`config.mk`:
```
export PLATFORM = sky130hd
export DESIGN_NAME = text_command_led_controller
export DESIGN_NICKNAME = d
export VERILOG_FILES = /design/src/rtl/core/tcl_pkg.sv /design/src/rtl/core/tcl_line_decoder.sv /design/src/rtl/core/tcl_reply_seq.sv /design/src/rtl/core/text_command_led_controller.sv
export SDC_FILE = /design/constraint.sdc
export NUM_CORES = 1
export LEC_CHECK = 0
export ABC_AREA = 1
export BUFFER_PORTS_ARGS = -buffer_cell sky130_fd_sc_hd__buf_2
export CORE_AREA = 5 5 107 109
export CTS_BUF_LIST = sky130_fd_sc_hd__clkbuf_4 sky130_fd_sc_hd__clkbuf_8
export DETAILED_ROUTE_END_ITERATION = 10
export DIE_AREA = 0 0 112 114
export GPL_TIMING_DRIVEN = 0
export PLACE_DENSITY = 0.53
export SLEW_MARGIN = 30
export SYNTH_ARGS = -nofsm -noshare
export SYNTH_HDL_FRONTEND = slang
export SYNTH_SLANG_ARGS = --single-unit
```
`constraint.sdc`:
```
create_clock -name clk -period 4.8 [get_ports clk]
set_input_delay 0.48 -clock clk [delete_from_list [all_inputs] [get_ports clk]]
set_output_delay 0.48 -clock clk [all_outputs]
set_load 0.005 [all_outputs]
```
`src/rtl/core/tcl_pkg.sv`:
```
// ----------------------------------------------------------------------------
// Text command LED controller package
// Sizes, command texts, reply texts and shared types.
// ----------------------------------------------------------------------------
package tcl_pkg;

	localparam int LINE_DEPTH = 16;
	localparam int FILL_W     = $clog2(LINE_DEPTH + 1);
	localparam int NUM_CMDS   = 6;
	localparam int CMD_MAX    = 5;
	localparam int PRE_DEPTH  = CMD_MAX + 1;
	localparam int PRE_W      = $clog2(PRE_DEPTH);
	localparam int MSG_IDX_W  = 4;
	localparam int LONG_LEN   = 16;
	localparam int BAD_LEN    = 12;

	localparam logic [7:0] CHAR_LF = 8'h0A;

	localparam logic [7:0] CMD_TXT [NUM_CMDS][PRE_DEPTH] = '{
		'{"L", "R", "O", "N", 8'h00, 8'h00},
		'{"L", "R", "O", "F", "F",  8'h00},
		'{"L", "G", "O", "N", 8'h00, 8'h00},
		'{"L", "G", "O", "F", "F",  8'h00},
		'{"L", "B", "O", "N", 8'h00, 8'h00},
		'{"L", "B", "O", "F", "F",  8'h00}
	};
	localparam int CMD_LEN [NUM_CMDS] = '{4, 5, 4, 5, 4, 5};
	localparam logic [1:0] CMD_LAMP [NUM_CMDS] = '{2'd0, 2'd0, 2'd1, 2'd1, 2'd2, 2'd2};
	localparam logic CMD_SET [NUM_CMDS] = '{1'b1, 1'b0, 1'b1, 1'b0, 1'b1, 1'b0};

	localparam logic [7:0] TXT_LONG [16] = '{
		"Z", "b", "y", "t", " ", "d", "l", "u", "g", "i", " ", "c", "i", "a", "g", CHAR_LF
	};
	localparam logic [7:0] TXT_BAD [16] = '{
		"Z", "l", "a", " ", "k", "o", "m", "e", "n", "d", "a", CHAR_LF,
		8'h00, 8'h00, 8'h00, 8'h00
	};

	typedef enum logic [1:0] {
		JOB_NONE = 2'd0,
		JOB_ACK  = 2'd1,
		JOB_LONG = 2'd2,
		JOB_BAD  = 2'd3
	} job_kind_t;

	typedef struct packed {
		job_kind_t  kind;
		logic [2:0] lamps;
	} job_t;

	function automatic logic [7:0] msg_char(job_kind_t kind, logic [MSG_IDX_W-1:0] idx);
		logic [7:0] ch;
		if (kind == JOB_LONG) begin
			ch = TXT_LONG[idx];
		end else begin
			ch = TXT_BAD[idx];
		end
		return ch;
	endfunction

	function automatic logic [MSG_IDX_W-1:0] msg_last(job_kind_t kind);
		logic [MSG_IDX_W-1:0] li;
		if (kind == JOB_LONG) begin
			li = MSG_IDX_W'(LONG_LEN - 1);
		end else begin
			li = MSG_IDX_W'(BAD_LEN - 1);
		end
		return li;
	endfunction

endpackage

```
`src/rtl/core/tcl_line_decoder.sv`:
```
// ----------------------------------------------------------------------------
// Line decoder
// Collects line bytes, tracks overflow and lamps, classifies a line on LF.
// ----------------------------------------------------------------------------
module tcl_line_decoder (
	input  logic            clk,
	input  logic            arst_n,
	input  logic [7:0]      rx_byte_s1,
	input  logic            take,
	output tcl_pkg::job_t   job
);

	logic [tcl_pkg::FILL_W-1:0] fill_q;
	logic                       ovf_q;
	logic [2:0]                 lamp_q;
	logic [7:0]                 pre_q [tcl_pkg::PRE_DEPTH];
	logic [tcl_pkg::NUM_CMDS-1:0] hit;
	logic [2:0]                 lamps_n;
	logic                       is_lf;

	assign is_lf = (rx_byte_s1 == tcl_pkg::CHAR_LF);

	// only the first bytes of a line can decide a match; later ones just count
	always_comb begin
		hit = '0;
		for (int c = 0; c < tcl_pkg::NUM_CMDS; c++) begin
			hit[c] = 1'b1;
			for (int j = 0; j < tcl_pkg::CMD_MAX; j++) begin
				if (j < tcl_pkg::CMD_LEN[c]) begin
					if (!(fill_q > tcl_pkg::FILL_W'(j) &&
					      pre_q[j] == tcl_pkg::CMD_TXT[c][j])) begin
						hit[c] = 1'b0;
					end
				end
			end
			if (fill_q > tcl_pkg::FILL_W'(tcl_pkg::CMD_LEN[c]) &&
			    pre_q[tcl_pkg::CMD_LEN[c]] != 8'h00) begin
				hit[c] = 1'b0;
			end
		end
	end

	always_comb begin
		lamps_n = lamp_q;
		for (int c = 0; c < tcl_pkg::NUM_CMDS; c++) begin
			if (hit[c]) begin
				lamps_n[tcl_pkg::CMD_LAMP[c]] = tcl_pkg::CMD_SET[c];
			end
		end
	end

	always_comb begin
		job.lamps = lamp_q;
		if (!is_lf) begin
			job.kind = tcl_pkg::JOB_NONE;
		end else if (ovf_q) begin
			job.kind = tcl_pkg::JOB_LONG;
		end else if (|hit) begin
			job.kind  = tcl_pkg::JOB_ACK;
			job.lamps = lamps_n;
		end else begin
			job.kind = tcl_pkg::JOB_BAD;
		end
	end

	always_ff @(posedge clk or negedge arst_n) begin
		if (!arst_n) begin
			fill_q <= '0;
			ovf_q  <= 1'b0;
			lamp_q <= '0;
		end else if (take) begin
			if (!is_lf) begin
				if (!ovf_q && fill_q < tcl_pkg::FILL_W'(tcl_pkg::LINE_DEPTH)) begin
					fill_q <= fill_q + 1'b1;
					if (fill_q == tcl_pkg::FILL_W'(tcl_pkg::LINE_DEPTH - 1)) begin
						ovf_q <= 1'b1;
					end
				end
			end else begin
				fill_q <= '0;
				ovf_q  <= 1'b0;
				lamp_q <= job.lamps;
			end
		end
	end

	always_ff @(posedge clk) begin
		if (take && !is_lf && !ovf_q && fill_q < tcl_pkg::FILL_W'(tcl_pkg::PRE_DEPTH)) begin
			pre_q[fill_q[tcl_pkg::PRE_W-1:0]] <= rx_byte_s1;
		end
	end

endmodule

```
`src/rtl/core/tcl_reply_seq.sv`:
```
// ----------------------------------------------------------------------------
// Reply sequencer
// Result register; streams reply texts one character per transaction.
// ----------------------------------------------------------------------------
module tcl_reply_seq (
	input  logic          clk,
	input  logic          arst_n,
	input  logic          start,
	input  tcl_pkg::job_t job,
	output logic          rdy,
	output logic          res_valid,
	input  logic          res_stall,
	output logic          tx_valid,
	output logic [7:0]    tx_char,
	output logic          red_on,
	output logic          green_on,
	output logic          blue_on,
	output logic          last
);

	logic                            out_valid_q;
	logic                            busy_q;
	tcl_pkg::job_kind_t              kind_q;
	logic [tcl_pkg::MSG_IDX_W-1:0]   idx_q;
	logic [2:0]                      lamps_q;
	logic                            tx_valid_q;
	logic [7:0]                      tx_char_q;
	logic [2:0]                      out_lamps_q;
	logic                            last_q;
	logic                            out_free;
	logic                            at_end;

	assign out_free = !out_valid_q || !res_stall;
	assign rdy      = !busy_q && out_free;
	assign at_end   = (idx_q == tcl_pkg::msg_last(kind_q));

	always_ff @(posedge clk or negedge arst_n) begin
		if (!arst_n) begin
			out_valid_q <= 1'b0;
			busy_q      <= 1'b0;
		end else if (out_free) begin
			if (busy_q) begin
				out_valid_q <= 1'b1;
				if (at_end) begin
					busy_q <= 1'b0;
				end
			end else if (start) begin
				out_valid_q <= 1'b1;
				busy_q      <= (job.kind != tcl_pkg::JOB_ACK);
			end else begin
				out_valid_q <= 1'b0;
			end
		end
	end

	always_ff @(posedge clk) begin
		if (out_free) begin
			if (busy_q) begin
				tx_valid_q  <= 1'b1;
				tx_char_q   <= tcl_pkg::msg_char(kind_q, idx_q);
				out_lamps_q <= lamps_q;
				last_q      <= at_end;
				idx_q       <= idx_q + 1'b1;
			end else if (start) begin
				kind_q      <= job.kind;
				lamps_q     <= job.lamps;
				out_lamps_q <= job.lamps;
				idx_q       <= tcl_pkg::MSG_IDX_W'(1);
				if (job.kind == tcl_pkg::JOB_ACK) begin
					tx_valid_q <= 1'b0;
					tx_char_q  <= 8'h00;
					last_q     <= 1'b1;
				end else begin
					tx_valid_q <= 1'b1;
					tx_char_q  <= tcl_pkg::msg_char(job.kind, '0);
					last_q     <= 1'b0;
				end
			end
		end
	end

	assign res_valid = out_valid_q;
	assign tx_valid  = tx_valid_q;
	assign tx_char   = tx_char_q;
	assign red_on    = out_lamps_q[0];
	assign green_on  = out_lamps_q[1];
	assign blue_on   = out_lamps_q[2];
	assign last      = last_q;

endmodule

```
`src/rtl/core/text_command_led_controller.sv`:
```
// ----------------------------------------------------------------------------
// Text command LED controller
// Ordinary bytes are accepted one per cycle, unless a waiting line feed
// holds the input, and produce no result. A line feed produces one result
// for a lamp command (LRON, LROFF, LGON, LGOFF, LBON, LBOFF), 12 results for
// "Zla komenda" plus LF, or 16 results for "Zbyt dlugi ciag" plus LF when the
// line reached 16 bytes. Replies leave the result register one character per
// cycle while res_stall is low; ordinary bytes keep flowing while the reply
// sequencer is busy, and the next line feed waits for the sequencer.
// ----------------------------------------------------------------------------
module text_command_led_controller (
	input  logic       clk,
	input  logic       arst_n,
	input  logic       rx_valid,
	output logic       rx_stall,
	input  logic [7:0] rx_byte,
	output logic       res_valid,
	input  logic       res_stall,
	output logic       tx_valid,
	output logic [7:0] tx_char,
	output logic       red_on,
	output logic       green_on,
	output logic       blue_on,
	output logic       last
);

	logic          valid_s1;
	logic [7:0]    byte_s1;
	logic          adv;
	logic          seq_rdy;
	tcl_pkg::job_t job;

	assign adv      = valid_s1 && (job.kind == tcl_pkg::JOB_NONE || seq_rdy);
	assign rx_stall = valid_s1 && !adv;

	always_ff @(posedge clk or negedge arst_n) begin
		if (!arst_n) begin
			valid_s1 <= 1'b0;
		end else if (!valid_s1 || adv) begin
			valid_s1 <= rx_valid;
		end
	end

	always_ff @(posedge clk) begin
		if ((!valid_s1 || adv) && rx_valid) begin
			byte_s1 <= rx_byte;
		end
	end

	tcl_line_decoder u_dec (
		.clk        (clk),
		.arst_n     (arst_n),
		.rx_byte_s1 (byte_s1),
		.take       (adv),
		.job        (job)
	);

	tcl_reply_seq u_seq (
		.clk       (clk),
		.arst_n    (arst_n),
		.start     (adv && job.kind != tcl_pkg::JOB_NONE),
		.job       (job),
		.rdy       (seq_rdy),
		.res_valid (res_valid),
		.res_stall (res_stall),
		.tx_valid  (tx_valid),
		.tx_char   (tx_char),
		.red_on    (red_on),
		.green_on  (green_on),
		.blue_on   (blue_on),
		.last      (last)
	);

endmodule

```
* Word-level counts from Yosys, hierarchy flattened
Memories as Yosys holds them, arrays and structs flattened.
Index checks and enable logic that the tools add are counted.
** Operators by class
- Reduce and logical (&&, ||, !) cells :: 42
- Mux-type cells :: 64
- Eq/ne operators :: 14
- Order comparisons :: 9
- Add/sub/neg operators :: 2
- Bitwise logic cells :: 2
** Operators by type and width (number)
- $eq A8 B7 Y1 const B :: 8
- $mux W8 :: 7
- $mux W1 :: 43
- $logic_and A1 B1 Y1 :: 19
- $mux W3 :: 6
- $reduce_bool A8 Y1 :: 2
- $gt A5 B1 Y1 const B :: 2
- $gt A5 B2 Y1 const B :: 2
- $gt A5 B3 Y1 const B :: 2
- $mux W5 :: 2
- $eq A8 B4 Y1 const B :: 1
- $mux W4 :: 2
- $reduce_bool A2 Y1 :: 4
- $logic_not A1 Y1 :: 7
- $mux W7 :: 1
- $mux W2 :: 3
- $reduce_and A2 Y1 :: 3
- $reduce_and A3 Y1 :: 2
- $reduce_or A6 Y1 :: 1
- $add A5 B1 Y5 const B :: 1
- $eq A5 B4 Y1 const B :: 1
- $ge A5 B5 Y1 const B :: 1
- $lt A5 B3 Y1 const B :: 1
- $lt A5 B5 Y1 const B :: 1
- 9 further kinds :: 11
** Word-level totals
- ROM bits :: 256
- Bits in registers :: 42
- Memories :: 3
- Word-level logic and storage cells :: 150
- Output and inout bits :: 15
- Memory bits (writable) :: 48
** Memory list
- (no name shown) :: words 16, bits a word 8, read ports 1, clocked after memory_dff 0, write ports 0, line tcl_pkg.sv:54 : ch = TXT_LONG[idx];
- (no name shown) :: words 16, bits a word 8, read ports 1, clocked after memory_dff 0, write ports 0, line tcl_pkg.sv:56 : ch = TXT_BAD[idx];
- u_dec.pre_q :: words 6, bits a word 8, read ports 6, clocked after memory_dff 0, write ports 1, line tcl_line_decoder.sv:16 : logic [7:0] pre_q [tcl_pkg::PRE_DEPTH];

* Depth between registers and ports, before layout
An unclocked memory read counts as a cell.
- Word-level depth :: 21
- Gate-level depth with buffers :: 11

* By module
Synthesis repeated with hierarchy kept, for this count alone.
** Second synthesis, totals
- Cell total of the unflattened synthesis :: 446
- Area total of the unflattened synthesis :: 4362.9 µm²
** Modules (own cells, without submodules)
- tcl_line_decoder :: sequential area each 1666.6 µm², area each 2682.6 µm², times used 1, cells each 272
- tcl_reply_seq :: sequential area each 680.7 µm², area each 1352.5 µm², times used 1, cells each 152
- text_command_led_controller :: sequential area each 265.3 µm², area each 327.8 µm², times used 1, cells each 22

* Worst setup path before layout
No wires, ideal clock.
- Path type :: reg-to-reg
- From :: reg byte_s1[4]
- To :: reg u_seq.idx_q[0] (netlist bit), enable pin
- Data required time :: 4.404 ns
- Path slack :: 2.457 ns
- Data arrival time :: 1.947 ns
- Clock period less this slack :: 2.343 ns
- Library setup time :: 0.396 ns
- Cell stages (with the launch flop) :: 6
- Cell sequence :: edfxtp_1 > nor3_2 > nand3_4 > clkinv_1 > nand2_2 > a21oi_1
** Between the ends
- Longest elaborated chain between the ends :: 8
** Ends and longest elaborated chain
- start, declared :: line text_command_led_controller.sv:28 : logic [7:0] byte_s1;
- start signal, assigned :: line text_command_led_controller.sv:46 : byte_s1 <= rx_byte;
- $eq A8 B4 Y1 * :: line tcl_line_decoder.sv:21 : assign is_lf = (rx_byte_s1 == tcl_pkg::CHAR_LF);
- $mux W2 * :: line tcl_line_decoder.sv:54 : if (!is_lf) begin
- $logic_not A2 Y1 :: line text_command_led_controller.sv:33 : assign adv = valid_s1 && (job.kind == tcl_pkg::JOB_NONE || seq_rdy);
- $logic_or A1 B1 Y1 :: line text_command_led_controller.sv:33
- $logic_and A1 B1 Y1 :: line text_command_led_controller.sv:33
- $logic_and A1 B1 Y1 * :: line text_command_led_controller.sv:61 : .start (adv && job.kind != tcl_pkg::JOB_NONE),
- $reduce_bool A2 Y1 (no line) *
- $reduce_and A2 Y1 (no line) *
- end signal, assigned :: line tcl_reply_seq.sv:63 : idx_q <= idx_q + 1'b1;
- end signal, assigned :: line tcl_reply_seq.sv:68 : idx_q <= tcl_pkg::MSG_IDX_W'(1);
- end, declared :: line tcl_reply_seq.sv:24 : logic [tcl_pkg::MSG_IDX_W-1:0] idx_q;
Every way passes the cells marked *; elsewhere a longest branch is shown, timed or not.
A chain may end at the register's enable or synchronous reset.

* Worst setup path in the final report
- From :: reg byte_s1[4]
- To :: out rx_stall
** Between the ends
- Longest elaborated chain between the ends :: 7
** Ends and longest elaborated chain
- $eq A8 B4 Y1 :: line tcl_line_decoder.sv:21
- $mux W2 :: line tcl_line_decoder.sv:54
- $logic_not A2 Y1 :: line text_command_led_controller.sv:33
- $logic_or A1 B1 Y1 :: line text_command_led_controller.sv:33
- $logic_and A1 B1 Y1 :: line text_command_led_controller.sv:33
- $logic_not A1 Y1 :: line text_command_led_controller.sv:34 : assign rx_stall = valid_s1 && !adv;
- $logic_and A1 B1 Y1 :: line text_command_led_controller.sv:34
- end, declared :: line text_command_led_controller.sv:15 : output logic rx_stall,
No other way between the ends.

==> qor.csv <==
metric,value,unit
grt_max_degree,18,
placed_area,4410,µm²
finClkSkew,12.9,ps
p_leak,1.87,nW
ir_drop,0.000179,V
period_share,0.521,
status,finished clean,
wl_per_cell,13.5,µm
drt-initial-drc-count,88,
tritoncts,done,
io_buffers,25,
cts-root-buf,clkbuf_8,
hpwl,5.46,mm
crit_start,byte_s1[4]$_DFFE_PP_,
seqCellArea,2610,µm²
ff2ff_setup_slack,2490,ps
area_growth_syn_to_layout,13.5,%
grt_setup_unrepaired,no,
rr_endpoint,u_dec.pre_q[4][0]$_DFFE_PP_,
die_w,112,µm
gp_congestion,0.859,
crit_required,4320,ps
antenna_found_initial,0,
cpPeakStageDelay,530,ps
fin_tns_setup,0,ps
worst_slew_pin_slew,890,ps
ioPinCount,27,
postCtsSetupBuffers,0,
path_cells,nor3_2 > nand3_4 > a21oi_1 > nand2_1 > inv_1 > buf_2,
via_per_inst,4.69,
slew_headroom,0.402,
synth-seq-cells,89,
yosys-top-cells-area,"edfxtp_1, dfrtp_1, nand2_1",
ant_nets,0,
synth.distinct_cells,42,
cts_made_buffers,9,
synth_top_area_frac,0.569,
timing.fmax,0.400,GHz
ys_seq_area_frac,0.643,
cts.reportedPaths.clkPinSlew,100,ps
placed_cells_incl_taps,548,
syn-num-nets,403,
worst-setup-path-type,reg2out,
insertion_delay,370,ps
grt_util_met3,0.0340,
drc,0,
hold_viol,0,
met2_usage,0.224,
endpoint_kind,output pin,
yosysWarningCount,0,
drtPass1Iterations,4,
die_y,114,µm
initial_utilization,0.386,
r2r_cells,5,
n_antenna_cell,0,
synth_area,4060,µm²
vias,2651,
synthCells,380,
synth_edf_count,77,
drive_gt1_frac,0.176,
fillCellCount,984,
htreeDepth,3,
max_cap_viol_count,0,
synthArstFlopShare,0.135,
fin_crit,2500,ps
fin_nets,443,
critPathArrivalTime,2020,ps
stdcell_count,565,
grtUsageMet1,0.155,
hold_buffers,1,
post-route-util,0.439,
grt_pass1_wl,12.9,mm
multi_input_comb_area,1250,µm²
crit_path_max_fanout,9,
setup.worst_path.end,rx_stall,
syn_avg_cell_area,10.7,µm²
cts-resized-gates,0,
powerDensity,421,nW/µm²
drv_slew,0,
cp_slowest_cell,edfxtp_1,
grt_pass1_vias,2625,
clock_sinks,89,
start_kind,flip-flop,
rows,38,
core,10500,µm²
ys.flop_type,edfxtp_1,
dieArea,12800,µm²
hold_class,in2reg,
wirelength,7.61,mm
fin_area,4610,µm²
synth.largest_area_cell,edfxtp_1,
overflow,0,
setup_viol,0,
r2r_start,byte_s1[3]$_DFFE_PP_,
clk_path_buf_depth,2,
grt.total_usage,0.130,
grt_most_used_layer,met2,
[worst max-delay path, delay by kind of cell, from the launching register on]
kind / cells / cell delay [ps]
buffers and inverters: 2 / 170
AOI/OAI and AO/OA: 1 / 320
DFF: 1 / 530
and+or+nand+nor: 3 / 620
[flip-flops by register name, summed over array words and instances, names as in the netlist, 2 cells and up]
register,cells
u_seq.tx_char,7
u_seq.lamps_q,3
u_seq.kind_q,2
byte_s1,8
u_dec.fill_q,5
u_dec.pre_q,48
u_dec.lamp_q,3
u_seq.out_lamps_q,3
u_seq.idx_q,4
[kinds of logic after synthesis]
group | count (synthesis) | share of synthesized area
AOI/OAI and AO/OA | 46 | 0.0672
and+or+nand+nor | 177 | 0.198
DFF | 89 | 0.643
other | 1 | 0.000924
buffers and inverters | 56 | 0.0570
adders and majority gates | 11 | 0.0339
[Yosys cell counts (all sizes together), types with 2 or more instances]
master	count
edfxtp	77
o311ai	2
nand4	3
inv	47
dfrtp	12
a21o	2
nand3	29
nor4	5
o21ai	18
nand2	82
clkinv	2
ha	11
buf	4
nor3	4
clkbuf	3
o211ai	2
a21oi	16
nor2	51
o31ai	2
[metal layers]
layer  share of wire  wire [µm]
met2            0.50       3790
met3           0.036        276
met1            0.45       3430
met4           0.014        110
met5               0          0
[through the flow]
step           worst slack (ps)  hold WS [ps]  power (mW)
2_1_floorplan              2460           184        1.31
3_3_place_gp               1720           385        1.45
3_5_place_dp               2360           391        1.47
4_1_cts                    2270           263        1.96
5_1_grt                    2100           255        2.06
6_report                   2300           282        1.94
[layout make-up]
cell class	instances	area share
clock inverter	7	0.0130
multi-input combinational	235	0.271
inverter	49	0.0410
buffer	7	0.00923
tap	140	0.0380
clock buffer	9	0.0269
timing repair buffer	29	0.0339
sequential	89	0.567
[layout by cell type (no fill, tap or decap), types with 2 or more instances in the layout]
cell,count
o311ai_0,2
o211ai_1,2
a21o_1,2
inv_2,3
a21oi_2,2
nor2_2,3
clkbuf_8,9
a21oi_1,14
nand2_2,5
o21ai_0,9
nand3_1,27
clkbuf_1,3
inv_1,44
buf_2,28
dfrtp_1,12
nand4_1,2
nand2_1,77
ha_1,11
inv_8,2
buf_6,2
edfxtp_1,77
o31ai_1,2
buf_4,2
nor3_2,3
inv_6,3
nor2_1,47
nor4_2,5
o21ai_1,8
clkinv_1,2
[power breakdown]
group	internal, mW	switching [mW]	leakage, nW
Clock	0.199	0.293	0.0921
Combinational	0.152	0.281	0.950
Sequential	0.934	0.0794	0.831
[worst min path at each step]
stage               start  cells past startpoint                     endpoint  slack, ps
3_5_place_dp       arst_n                      1     u_seq.busy_q$_DFFE_PN0N_        390
4_1_cts        rx_byte[6]                      1         byte_s1[6]$_DFFE_PP_        260
6_report       rx_byte[6]                      1         byte_s1[6]$_DFFE_PP_        280
5_1_grt        rx_byte[7]                      1         byte_s1[7]$_DFFE_PP_        250
3_3_place_gp       arst_n                      1     u_seq.busy_q$_DFFE_PN0N_        380
2_1_floorplan      arst_n                      0  u_dec.fill_q[0]$_DFFE_PN0P_        180
(Power assumes the default switching activity.)
